--- config.mk ---
export PLATFORM = sky130hd
export DESIGN_NAME = button_debounce_autorepeat_core
export DESIGN_NICKNAME = d
export VERILOG_FILES = /design/src/design/bdar_pkg.sv /design/src/design/bdar_debounce.sv /design/src/design/bdar_repeat.sv /design/src/design/button_debounce_autorepeat_core.sv
export SDC_FILE = /design/constraint.sdc
export NUM_CORES = 1
export LEC_CHECK = 0
export BUFFER_PORTS_ARGS = -buffer_cell sky130_fd_sc_hd__buf_2
export CAP_MARGIN = 20
export CORE_MARGIN = 2
export CORE_UTILIZATION = 50
export CTS_BUF_LIST = sky130_fd_sc_hd__clkbuf_8 sky130_fd_sc_hd__clkbuf_16
export CTS_CLUSTER_SIZE = 16
export DETAILED_ROUTE_END_ITERATION = 10
export PLACE_DENSITY = 0.77
export RECOVER_POWER = 50
export SYNTH_ARGS = -nofsm -noshare
export SYNTH_HDL_FRONTEND = slang
export SYNTH_SLANG_ARGS = --single-unit
--- constraint.sdc ---
create_clock -name clock -period 8.7 [get_ports clock]
set_input_delay 1.74 -clock clock [delete_from_list [all_inputs] [get_ports clock]]
set_output_delay 1.74 -clock clock [all_outputs]
set_load 0.005 [all_outputs]
--- src/design/bdar_pkg.sv ---
package bdar_pkg;

   // tick counter width and width of the tick registers
   localparam int TICK_W = 16;
   localparam int CFG_W = 16;
   localparam int CMP_W = (TICK_W > CFG_W) ? TICK_W : CFG_W;
   localparam int MODE_W = 2;
   localparam int IDX_W = 3;

   typedef logic [TICK_W-1:0] tick_type;
   typedef logic [CFG_W-1:0] cfg_word_type;
   typedef logic [CMP_W-1:0] cmp_type;
   typedef logic [MODE_W-1:0] mode_type;
   typedef logic [IDX_W-1:0] idx_type;

   localparam tick_type TICK_MAX = '1;

   // register indexes
   localparam idx_type REG_DEBOUNCE = 3'd0;
   localparam idx_type REG_REPEAT = 3'd1;
   localparam idx_type REG_MODE = 3'd2;
   localparam idx_type REG_ACCEL_START = 3'd3;
   localparam idx_type REG_ACCEL_FLOOR = 3'd4;
   localparam idx_type REG_ACCEL_THRESH = 3'd5;

   // event modes
   localparam mode_type MODE_EDGE = 2'd0;
   localparam mode_type MODE_REPEAT = 2'd1;
   localparam mode_type MODE_LEVEL = 2'd2;
   localparam mode_type MODE_ACCEL = 2'd3;

   // reset values of the registers
   localparam cfg_word_type DEBOUNCE_RST = 16'd50;
   localparam cfg_word_type REPEAT_RST = 16'd250;
   localparam mode_type MODE_RST = MODE_EDGE;
   localparam cfg_word_type ACCEL_START_RST = 16'd2000;
   localparam cfg_word_type ACCEL_FLOOR_RST = 16'd50;
   localparam cfg_word_type ACCEL_THRESH_RST = 16'd100;

   typedef struct packed {
      cfg_word_type debounce_ticks;
      cfg_word_type repeat_ticks;
      mode_type event_mode;
      cfg_word_type accel_start_ticks;
      cfg_word_type accel_floor_ticks;
      cfg_word_type accel_threshold_ticks;
   } cfg_type;

   typedef struct packed {
      logic level;
      logic release_pulse;
   } deb_out_type;

   typedef struct packed {
      logic edge_ev;
      logic rep_ev;
      logic acc_ev;
   } rpt_ev_type;

   // saturating increment of a tick counter
   function automatic tick_type sat_inc(input tick_type v);
      return (v == TICK_MAX) ? v : tick_type'(v + 1'b1);
   endfunction

endpackage

--- src/design/bdar_debounce.sv ---
module bdar_debounce
   import bdar_pkg::*;
(
   input  logic         clock,
   input  logic         reset,
   input  logic         step,
   input  logic         touch_hit,
   input  cfg_word_type debounce_ticks,
   output deb_out_type  deb_out
);

   logic     level_ff, level_in;
   tick_type since_press_ff, since_press_in;
   tick_type since_hit_ff, since_hit_in;
   tick_type press_inc, hit_inc;
   logic     hold_press, hold_hit;

   // hold rule on the advanced counters
   always_comb begin
      press_inc = sat_inc(since_press_ff);
      hit_inc = sat_inc(since_hit_ff);
      hold_press = (press_inc != TICK_MAX) &&
                   (cmp_type'(press_inc) <= cmp_type'(debounce_ticks));
      hold_hit = (hit_inc != TICK_MAX) &&
                 (cmp_type'(hit_inc) < cmp_type'(debounce_ticks));
      since_press_in = press_inc;
      since_hit_in = hit_inc;
      level_in = hold_press || hold_hit;
      if (touch_hit) begin
         since_hit_in = '0;
         level_in = 1'b1;
         if (!level_ff) begin
            since_press_in = '0;
         end
      end
   end

   // the previous level is the stored level, so release needs no extra flop
   assign deb_out.level = level_in;
   assign deb_out.release_pulse = level_ff && !level_in;

   always_ff @(posedge clock) begin
      if (reset) begin
         level_ff <= 1'b0;
         since_press_ff <= TICK_MAX;
         since_hit_ff <= TICK_MAX;
      end else if (step) begin
         level_ff <= level_in;
         since_press_ff <= since_press_in;
         since_hit_ff <= since_hit_in;
      end
   end

endmodule

--- src/design/bdar_repeat.sv ---
module bdar_repeat
   import bdar_pkg::*;
(
   input  logic       clock,
   input  logic       reset,
   input  logic       step,
   input  logic       level,
   input  cfg_type    cfg,
   output rpt_ev_type events
);

   logic         edge_latched_ff, edge_latched_in;
   tick_type     repeat_count_ff, repeat_count_in;
   tick_type     accel_count_ff, accel_count_in;
   cfg_word_type accel_period_ff, accel_period_in;
   tick_type     rep_inc, acc_inc;
   logic [CFG_W+1:0] triple;
   cfg_word_type shrunk;

   // edge detect, fixed repeat and accelerating repeat counters
   always_comb begin
      rep_inc = sat_inc(repeat_count_ff);
      acc_inc = sat_inc(accel_count_ff);
      triple = {2'b00, accel_period_ff} + {1'b0, accel_period_ff, 1'b0};
      shrunk = triple[CFG_W+1:2];
      edge_latched_in = edge_latched_ff;
      repeat_count_in = repeat_count_ff;
      accel_count_in = accel_count_ff;
      accel_period_in = accel_period_ff;
      events = '0;
      if (level) begin
         if (!edge_latched_ff) begin
            edge_latched_in = 1'b1;
            events.edge_ev = 1'b1;
            repeat_count_in = '0;
            accel_count_in = '0;
            accel_period_in = cfg.accel_start_ticks;
         end else begin
            repeat_count_in = rep_inc;
            if (cmp_type'(rep_inc) >= cmp_type'(cfg.repeat_ticks)) begin
               repeat_count_in = '0;
               events.rep_ev = 1'b1;
            end
            accel_count_in = acc_inc;
            if (cmp_type'(acc_inc) >= cmp_type'(accel_period_ff)) begin
               accel_count_in = tick_type'(cmp_type'(acc_inc) - cmp_type'(accel_period_ff));
               accel_period_in = (shrunk < cfg.accel_threshold_ticks) ?
                                 cfg.accel_floor_ticks : shrunk;
               events.acc_ev = 1'b1;
            end
         end
      end else begin
         edge_latched_in = 1'b0;
      end
   end

   always_ff @(posedge clock) begin
      if (reset) begin
         edge_latched_ff <= 1'b0;
         repeat_count_ff <= '0;
         accel_count_ff <= '0;
         accel_period_ff <= ACCEL_START_RST;
      end else if (step) begin
         edge_latched_ff <= edge_latched_in;
         repeat_count_ff <= repeat_count_in;
         accel_count_ff <= accel_count_in;
         accel_period_ff <= accel_period_in;
      end
   end

endmodule

--- src/design/button_debounce_autorepeat_core.sv ---
// the result word is registered and appears in the cycle after its tick word is accepted
// throughput: one tick word per cycle while rsp_ready holds, set by the single state update per tick
// a full result register still takes a new word in the cycle it is drained
// reset (synchronous, active high): level and edge low, tick counters at
// their maximum, repeat counters zero, registers at their default values
module button_debounce_autorepeat_core
   import bdar_pkg::*;
(
   input  logic         clock,
   input  logic         reset,
   input  logic         req_valid,
   output logic         req_ready,
   input  logic         req_touch_hit,
   output logic         rsp_valid,
   input  logic         rsp_ready,
   output logic         rsp_is_pushed,
   output logic         rsp_release_pulse,
   output logic         rsp_key_event,
   input  logic         csr_valid,
   output logic         csr_ready,
   input  idx_type      csr_index,
   input  cfg_word_type csr_data
);

   cfg_type     cfg_ff;
   logic        rsp_valid_ff;
   logic        is_pushed_ff, release_ff, key_event_ff;
   logic        step;
   logic        key_event_in;
   deb_out_type deb_out;
   rpt_ev_type  events;

   assign csr_ready = 1'b1;
   assign req_ready = !rsp_valid_ff || rsp_ready;
   assign step = req_valid && req_ready;

   // register writes
   always_ff @(posedge clock) begin
      if (reset) begin
         cfg_ff.debounce_ticks <= DEBOUNCE_RST;
         cfg_ff.repeat_ticks <= REPEAT_RST;
         cfg_ff.event_mode <= MODE_RST;
         cfg_ff.accel_start_ticks <= ACCEL_START_RST;
         cfg_ff.accel_floor_ticks <= ACCEL_FLOOR_RST;
         cfg_ff.accel_threshold_ticks <= ACCEL_THRESH_RST;
      end else if (csr_valid && csr_ready) begin
         unique case (csr_index)
            REG_DEBOUNCE: cfg_ff.debounce_ticks <= csr_data;
            REG_REPEAT: cfg_ff.repeat_ticks <= csr_data;
            REG_MODE: cfg_ff.event_mode <= csr_data[MODE_W-1:0];
            REG_ACCEL_START: cfg_ff.accel_start_ticks <= csr_data;
            REG_ACCEL_FLOOR: cfg_ff.accel_floor_ticks <= csr_data;
            REG_ACCEL_THRESH: cfg_ff.accel_threshold_ticks <= csr_data;
            default: ;
         endcase
      end
   end

   bdar_debounce u_debounce (
      .clock          (clock),
      .reset          (reset),
      .step           (step),
      .touch_hit      (req_touch_hit),
      .debounce_ticks (cfg_ff.debounce_ticks),
      .deb_out        (deb_out)
   );

   bdar_repeat u_repeat (
      .clock  (clock),
      .reset  (reset),
      .step   (step),
      .level  (deb_out.level),
      .cfg    (cfg_ff),
      .events (events)
   );

   // key event by mode
   always_comb begin
      unique case (cfg_ff.event_mode)
         MODE_EDGE: key_event_in = events.edge_ev;
         MODE_REPEAT: key_event_in = events.edge_ev || events.rep_ev;
         MODE_LEVEL: key_event_in = deb_out.level;
         MODE_ACCEL: key_event_in = events.edge_ev || events.acc_ev;
         default: key_event_in = 1'b0;
      endcase
   end

   // result register
   always_ff @(posedge clock) begin
      if (reset) begin
         rsp_valid_ff <= 1'b0;
      end else if (step) begin
         rsp_valid_ff <= 1'b1;
      end else if (rsp_ready) begin
         rsp_valid_ff <= 1'b0;
      end
   end

   always_ff @(posedge clock) begin
      if (step) begin
         is_pushed_ff <= deb_out.level;
         release_ff <= deb_out.release_pulse;
         key_event_ff <= key_event_in;
      end
   end

   assign rsp_valid = rsp_valid_ff;
   assign rsp_is_pushed = is_pushed_ff;
   assign rsp_release_pulse = release_ff;
   assign rsp_key_event = key_event_ff;

endmodule
After elaboration in Yosys (flattened, before gate mapping)
Cells that the tools add are included.

word-level totals
  register bits = 168
  latch bits = 0
  RAM bits = 0
  ROM bits = 0
  input bits = 25
  output and inout bits = 6
  memories kept = 0

operators by class
  add/sub/neg operators = 6
  multiply operators = 0
  divide/modulo/power cells = 0
  magnitude comparators = 5
  eq/ne operators = 15
  shifts and indexed selects = 0
  multiplexer cells = 24
  bitwise operators = 0
  reductions and logical operators = 21

operator list
  kind                                                             count
  16-bit two-way mux                                               14
  16-bit by 1-bit adder with 16-bit output, second input constant  4
  16-bit == test, second input constant                            4
  16-bit greater-or-equal comparator                               2
  16-bit < comparator                                              2
  16-bit inequality test, second input constant                    2
  16-bit by 17-bit adder with 18-bit output                        1
  16-bit less-or-equal comparator                                  1
  16-bit subtractor                                                1
  2-bit AND reduction                                              7
  1-bit two-way mux                                                7
  3-bit by 2-bit == test with 1-bit output, second input constant  2
  3-bit == test, second input constant                             2
  2-bit == test, second input constant                             2
  1-bit logical AND                                                4
  1-bit logical OR                                                 4
  1-bit one-hot mux with 4 select lines                            1
  3-bit by 1-bit == test with 1-bit output, second input constant  1
  3-bit logical NOT                                                1
  3-bit two-way mux                                                1
  3-bit AND reduction                                              1
  2-bit by 1-bit == test with 1-bit output, second input constant  1
  1-bit logical NOT                                                2
  2-bit logical NOT                                                1
  3 further kinds                                                  3

Depth between registers and ports, before layout
  word-level depth = 9
  depth in mapped cells = 19

By module
Synthesis repeated with hierarchy kept, for this count alone.

second synthesis, totals
  cells, all modules = 1,399
  area, all modules = 11,908.9 µm²

by module, submodules not included
  module                           instances  cells an instance  area an instance (µm²)  seq. area each (µm²)
  bdar_repeat                      1          705                5,545.3                 980.9
  button_debounce_autorepeat_core  1          320                3,458.3                 1,751.7
  bdar_debounce                    1          374                2,905.3                 660.6

Least setup slack after synthesis
OpenSTA, ideal clock, no wires.

  path kind = flip-flop to flip-flop
  start point = register u_repeat.accel_count_ff[4]
  end point = register u_repeat.accel_count_ff[10]
  library setup time = 132 ps
  arrival = 3,978 ps
  path slack = 4,590 ps
  cell stages (with the launch flop) = 18
  cell sequence = dfxtp_1 and4_1 nand4_1 or3_1 clkbuf_1 xnor2_1 ha_1 fa_1 nand2b_1 a211oi_1 o41ai_1 a21boi_0 a21bo_2 clkbuf_1 buf_2 mux2_2 nand3_1 a21oi_1

between the ends
  longest elaborated chain between the ends = 5
  elaborated cells between the ends (all ways) = 7

ends and longest elaborated chain
  element                                                                            RTL line                              RTL
  start: declaration                                                                 bdar_repeat.sv:14                     tick_type accel_count_ff, accel_count_in;
  start signal: assignment                                                           bdar_repeat.sv:66                     accel_count_ff <= accel_count_in;
  16-bit by 1-bit adder with 16-bit output / 16-bit == test (equally long branches)  bdar_pkg.sv:62                        return (v == TICK_MAX) ? v : tick_type'(v + 1'b1);
  16-bit two-way mux *                                                               bdar_pkg.sv:62
  16-bit subtractor / 16-bit greater-or-equal comparator (equally long branches)     bdar_repeat.sv:46, bdar_repeat.sv:45
  16-bit two-way mux *                                                               bdar_repeat.sv:45                     if (cmp_type'(acc_inc) >= cmp_type'(accel_period_ff)) begin
  16-bit two-way mux *                                                               bdar_repeat.sv:32                     if (!edge_latched_ff) begin

Every way passes the cells marked *; elsewhere a longest branch is shown, timed or not.
A chain may end at the register's enable or synchronous reset.

==> PnR_summary.wiki <==
{| class="wikitable"
! Metric !! Value
|-
| Initial Utilization || 0.5060
|-
| FP Rows || 55
|-
| Sequential area share after synthesis || 0.2962
|-
| Total of flip-flops plus latches after synthesis || between 150 and 200
|-
| Number of hold-repair buffers added at the cts stage || 0
|-
| Net count after synthesis || 1589
|-
| CTS H-Tree Depth || 4
|-
| Required time at the worst-slack endpoint || approximately 9000 ps
|-
| Worst stage delay on the critical path || 1940 ps
|-
| Top cells by instance count after synthesis || sky130_fd_sc_hd__nand2_1, sky130_fd_sc_hd__dfxtp_1, sky130_fd_sc_hd__a21oi_1
|-
| Clock tree from TritonCTS || built
|-
| Prevailing post-synth register cell || sky130_fd_sc_hd__dfxtp_1
|-
| Combinational family with the most area after synthesis || simple AND/OR/NAND/NOR gates
|-
| Horizontal extent of the die || about 150 µm
|-
| Deepest clock path buffer count || 2
|-
| Run status || finished, violations left
|-
| Max Cap Violations || 3
|-
| Number of synthesis warnings || 0
|-
| Fraction of synthesized cell area in xor and xnor cells || 0.04384
|-
| Multiplexer fraction of the synthesized cell area || 0.03143
|-
| Type of element capturing the critical path || register
|-
| Highest achievable clock rate || roughly 180 MHz
|-
| Hpwl dp || 21620 µm
|-
| Leading cell types by total area after synthesis || sky130_fd_sc_hd__dfxtp_1, sky130_fd_sc_hd__ha_1, sky130_fd_sc_hd__nand2_1
|-
| Leak Pwr || 4.914 nW
|-
| Input/output buffers || 29
|-
| Total die area || 24000 µm²
|-
| Largest vdd supply drop || about 0.17 mV
|-
| Core Region || 22500 µm²
|-
| Min setup slack post-route || 3236 ps
|-
| Synth Area in Simple Gates || 0.2479
|-
| Routability cong. || slightly above 0.9
|-
| Wire length per cell after detailed routing || between 15 and 20 µm
|-
| Final ANT Viol Nets || 0
|-
| Final core utilization || 0.5432
|-
| Post-route DRC || 0
|-
| Clock latency of the later-clocked register in the worst-skew pair || 440 ps
|-
| WP buf/inv || 2
|-
| Per-cell via count in the routed design || a little over 6
|-
| Number of search-and-repair iterations in the first detailed-routing pass || 8
|-
| Total count of max-transition violations in the final report || ~200
|-
| Worst path slowest cell || sky130_fd_sc_hd__clkbuf_1
|-
| Critical path peak fanout || about 110
|-
| Share of the clock period used by the worst path after layout || 0.6280
|-
| Setup Crit Path Kind || in2reg
|-
| Post-Route Skew || around 8 ps
|-
| Cell type with the largest total area after synthesis || sky130_fd_sc_hd__dfxtp_1
|-
| Initial antenna violation count || 0
|-
| Worst slack after detailed placement || approximately 3600 ps
|-
| Final net count || ~1600
|-
| Die height || between 150 and 200 µm
|-
| Kind of cell adding the most delay to the critical path || buffers and inverters
|-
| Fraction of the mapped netlist area in adder cells || 0.1112
|-
| Maximum number of pins on one net before global-route repair || approximately 110
|-
| TNS Setup || 0 ps
|-
| Total wirelength of the detailed-routed design || approximately 30000 µm
|-
| Count of flip-flops with a built-in enable after synthesis || 3
|-
| Clk sink count || approximately 170
|-
| Top-Level Pins || 31
|-
| Normalized max-slew margin || -0.8597
|-
| Least-Margin Pin Slew || about 2800 ps
|-
| Crit path launch type || input port
|-
| Violated checks || max-capacitance violations, max-slew violations
|-
| Gr ovfl total || 0
|-
| Share of the synthesized area in the top cell type || 0.2883
|-
| Setup bufs post-CTS || 0
|-
| Clock-pin slew on the worst setup and hold paths || about 70 ps
|-
| Total power density per cell area || 183.1 nW/µm²
|-
| Final critical-path required period || ~5500 ps
|-
| Path category of the worst min-delay check || reg2reg
|-
| Number of different library cells in the post-synthesis netlist || 82
|-
| Synthesized area divided by synthesized cell count || just under 8 µm²
|-
| Share of the synthesized area in compound gates (AO/OA/AOI/OAI) || 0.2125
|-
| Post-Syn Instances || between 1000 and 1500
|-
| CTS buffer count || 17
|-
| CP cell instances || clkbuf_1 > clkbuf_2 > a21oi_1 > o21a_1
|-
| Share of layout cells above drive strength 1 || 0.07128
|-
| Cell with the most instances after synthesis || sky130_fd_sc_hd__nand2_1
|-
| GRT Resource Usage Total || 0.2563
|-
| Final Hold Vio Count || 0
|-
| Post-Synthesis Cell Area || between 10000 and 15000 µm²
|-
| Signal arrival time at the worst endpoint || roughly 5800 ps
|-
| Proportion of synthesized flip-flops having asynchronous set or reset || 0
|-
| Total setup violations reported at the end of the flow || 0
|-
| Setup repair after global routing missed its margin || false
|-
| Routed via count || approximately 11000
|-
| Initial DRC Count || between 900 and 1000
|-
| Area delta synth->final || 7.351%
|-
| CTS-repair resized insts || 0
|-
| Wire length of the first global-routing pass || between 50000 and 60000 µm
|-
| Number of global-route vias before repair || a little under 10000
|-
| Number of diodes added for antenna fixing || 0
|-
| Clock Tree Root || sky130_fd_sc_hd__clkbuf_16
|}
## layout by cell type, fill, tap and decap left out, types with 11 or more instances in the layout
cell type                   count
sky130_fd_sc_hd__nand2_1      245
sky130_fd_sc_hd__dfxtp_1      164
sky130_fd_sc_hd__a21oi_1      156
sky130_fd_sc_hd__ha_1          98
sky130_fd_sc_hd__nor2_1        86
sky130_fd_sc_hd__inv_1         82
sky130_fd_sc_hd__nand3_1       60
sky130_fd_sc_hd__o21ai_0       58
sky130_fd_sc_hd__nor3_1        35
sky130_fd_sc_hd__xnor2_1       29
sky130_fd_sc_hd__xor2_1        28
sky130_fd_sc_hd__and3_1        25
sky130_fd_sc_hd__buf_2         25
sky130_fd_sc_hd__nand4_1       22
sky130_fd_sc_hd__a221o_1       22
sky130_fd_sc_hd__mux2i_1       20
sky130_fd_sc_hd__a211o_1       18
sky130_fd_sc_hd__a21o_1        17
sky130_fd_sc_hd__clkbuf_16     17
sky130_fd_sc_hd__o21a_1        16
sky130_fd_sc_hd__nand2b_1      15
sky130_fd_sc_hd__mux2_2        14
sky130_fd_sc_hd__o211ai_1      14
sky130_fd_sc_hd__nand3b_1      13
sky130_fd_sc_hd__and4_1        11
sky130_fd_sc_hd__o31ai_1       11
sky130_fd_sc_hd__a211oi_1      11
## logic make-up (layout without fill, tap and decap cells)
family	after synthesis	count (layout)
compound gates	375	375
xor+xnor	57	57
fa+ha+maj	100	100
buf+inv	156	151
flops	167	167
mux	34	34
other cells	1	1
simple gates	574	574
## registers in the layout, summed over array words and instances, names as in the netlist
name                       flops
rsp_valid                      1
rsp_release_pulse              1
u_repeat.accel_period_ff      16
rsp_is_pushed                  1
u_debounce.since_press_ff     16
u_repeat.accel_count_ff       16
rsp_key_event                  1
u_debounce.since_hit_ff       16
cfg_ff                        82
u_repeat.repeat_count_ff      16
u_debounce.level_ff            1
## per-stage QoR
stage / hold WS, ps / cell area (µm²) / total power [mW] / cells
finish: 455.6 / 12220 / 2.238 / 1744
global route: 475.9 / 12220 / 2.350 / 1744
CTS: 457.3 / 12210 / 2.226 / 1742
detailed placement: 447.0 / 11610 / 1.462 / 1710
global placement: 442.9 / 11610 / 1.443 / 1710
floorplan: 433.8 / 11390 / 1.320 / 1464
## power by group
part,internal [mW],total (mW),switching (mW)
registers,0.801,0.846,0.0451
clock network,0.390,0.772,0.382
logic,0.242,0.620,0.378
total,1.43,2.24,0.805
## worst reg2reg max path, delay by kind of cell, from the launching register on
family	cells	cell delay, ps
fa+ha+maj	2	680
xor+xnor	1	110
mux	1	330
flops	1	350
compound gates	11	3510
simple gates	2	210
## metal layers
| layer | GRT usage | part of all wire | vias to the layer above |
|---|---|---|---|
| met5 | 0 | 0 | - |
| met4 | 0.08201 | 0.022 | 0 |
| met3 | 0.03454 | 0.069 | 44 |
| met2 | 0.4000 | 0.45 | 404 |
| met1 | 0.3669 | 0.46 | 4964 |
| li1 | - | - | 5201 |
## final timing paths
check / start / to / slack (ps) / cells past startpoint
setup / recovery: reset / u_repeat.accel_period_ff[15]$_SDFFE_PP0P_ / 3240 / 4
hold / removal: cfg_ff[45]$_SDFFE_PP0P_ / cfg_ff[45]$_SDFFE_PP0P_ / 460 / 2
setup reg to reg: u_repeat.accel_period_ff[2]$_SDFFE_PP0P_ / u_repeat.accel_period_ff[4]$_SDFFE_PP1P_ / 3390 / 17
hold reg to reg: cfg_ff[45]$_SDFFE_PP0P_ / cfg_ff[45]$_SDFFE_PP0P_ / 460 / 2
## final cells by class
cell class	count	area, µm²
multi-input combinational	1141	7382
sequential	167	3373
clock buffer	17	425.4
timing repair buffer	37	205.2
tap	285	356.6
fill	2092	10280
inverter	82	307.8
clock inverter	15	173.9
(Power assumes the default switching activity.)
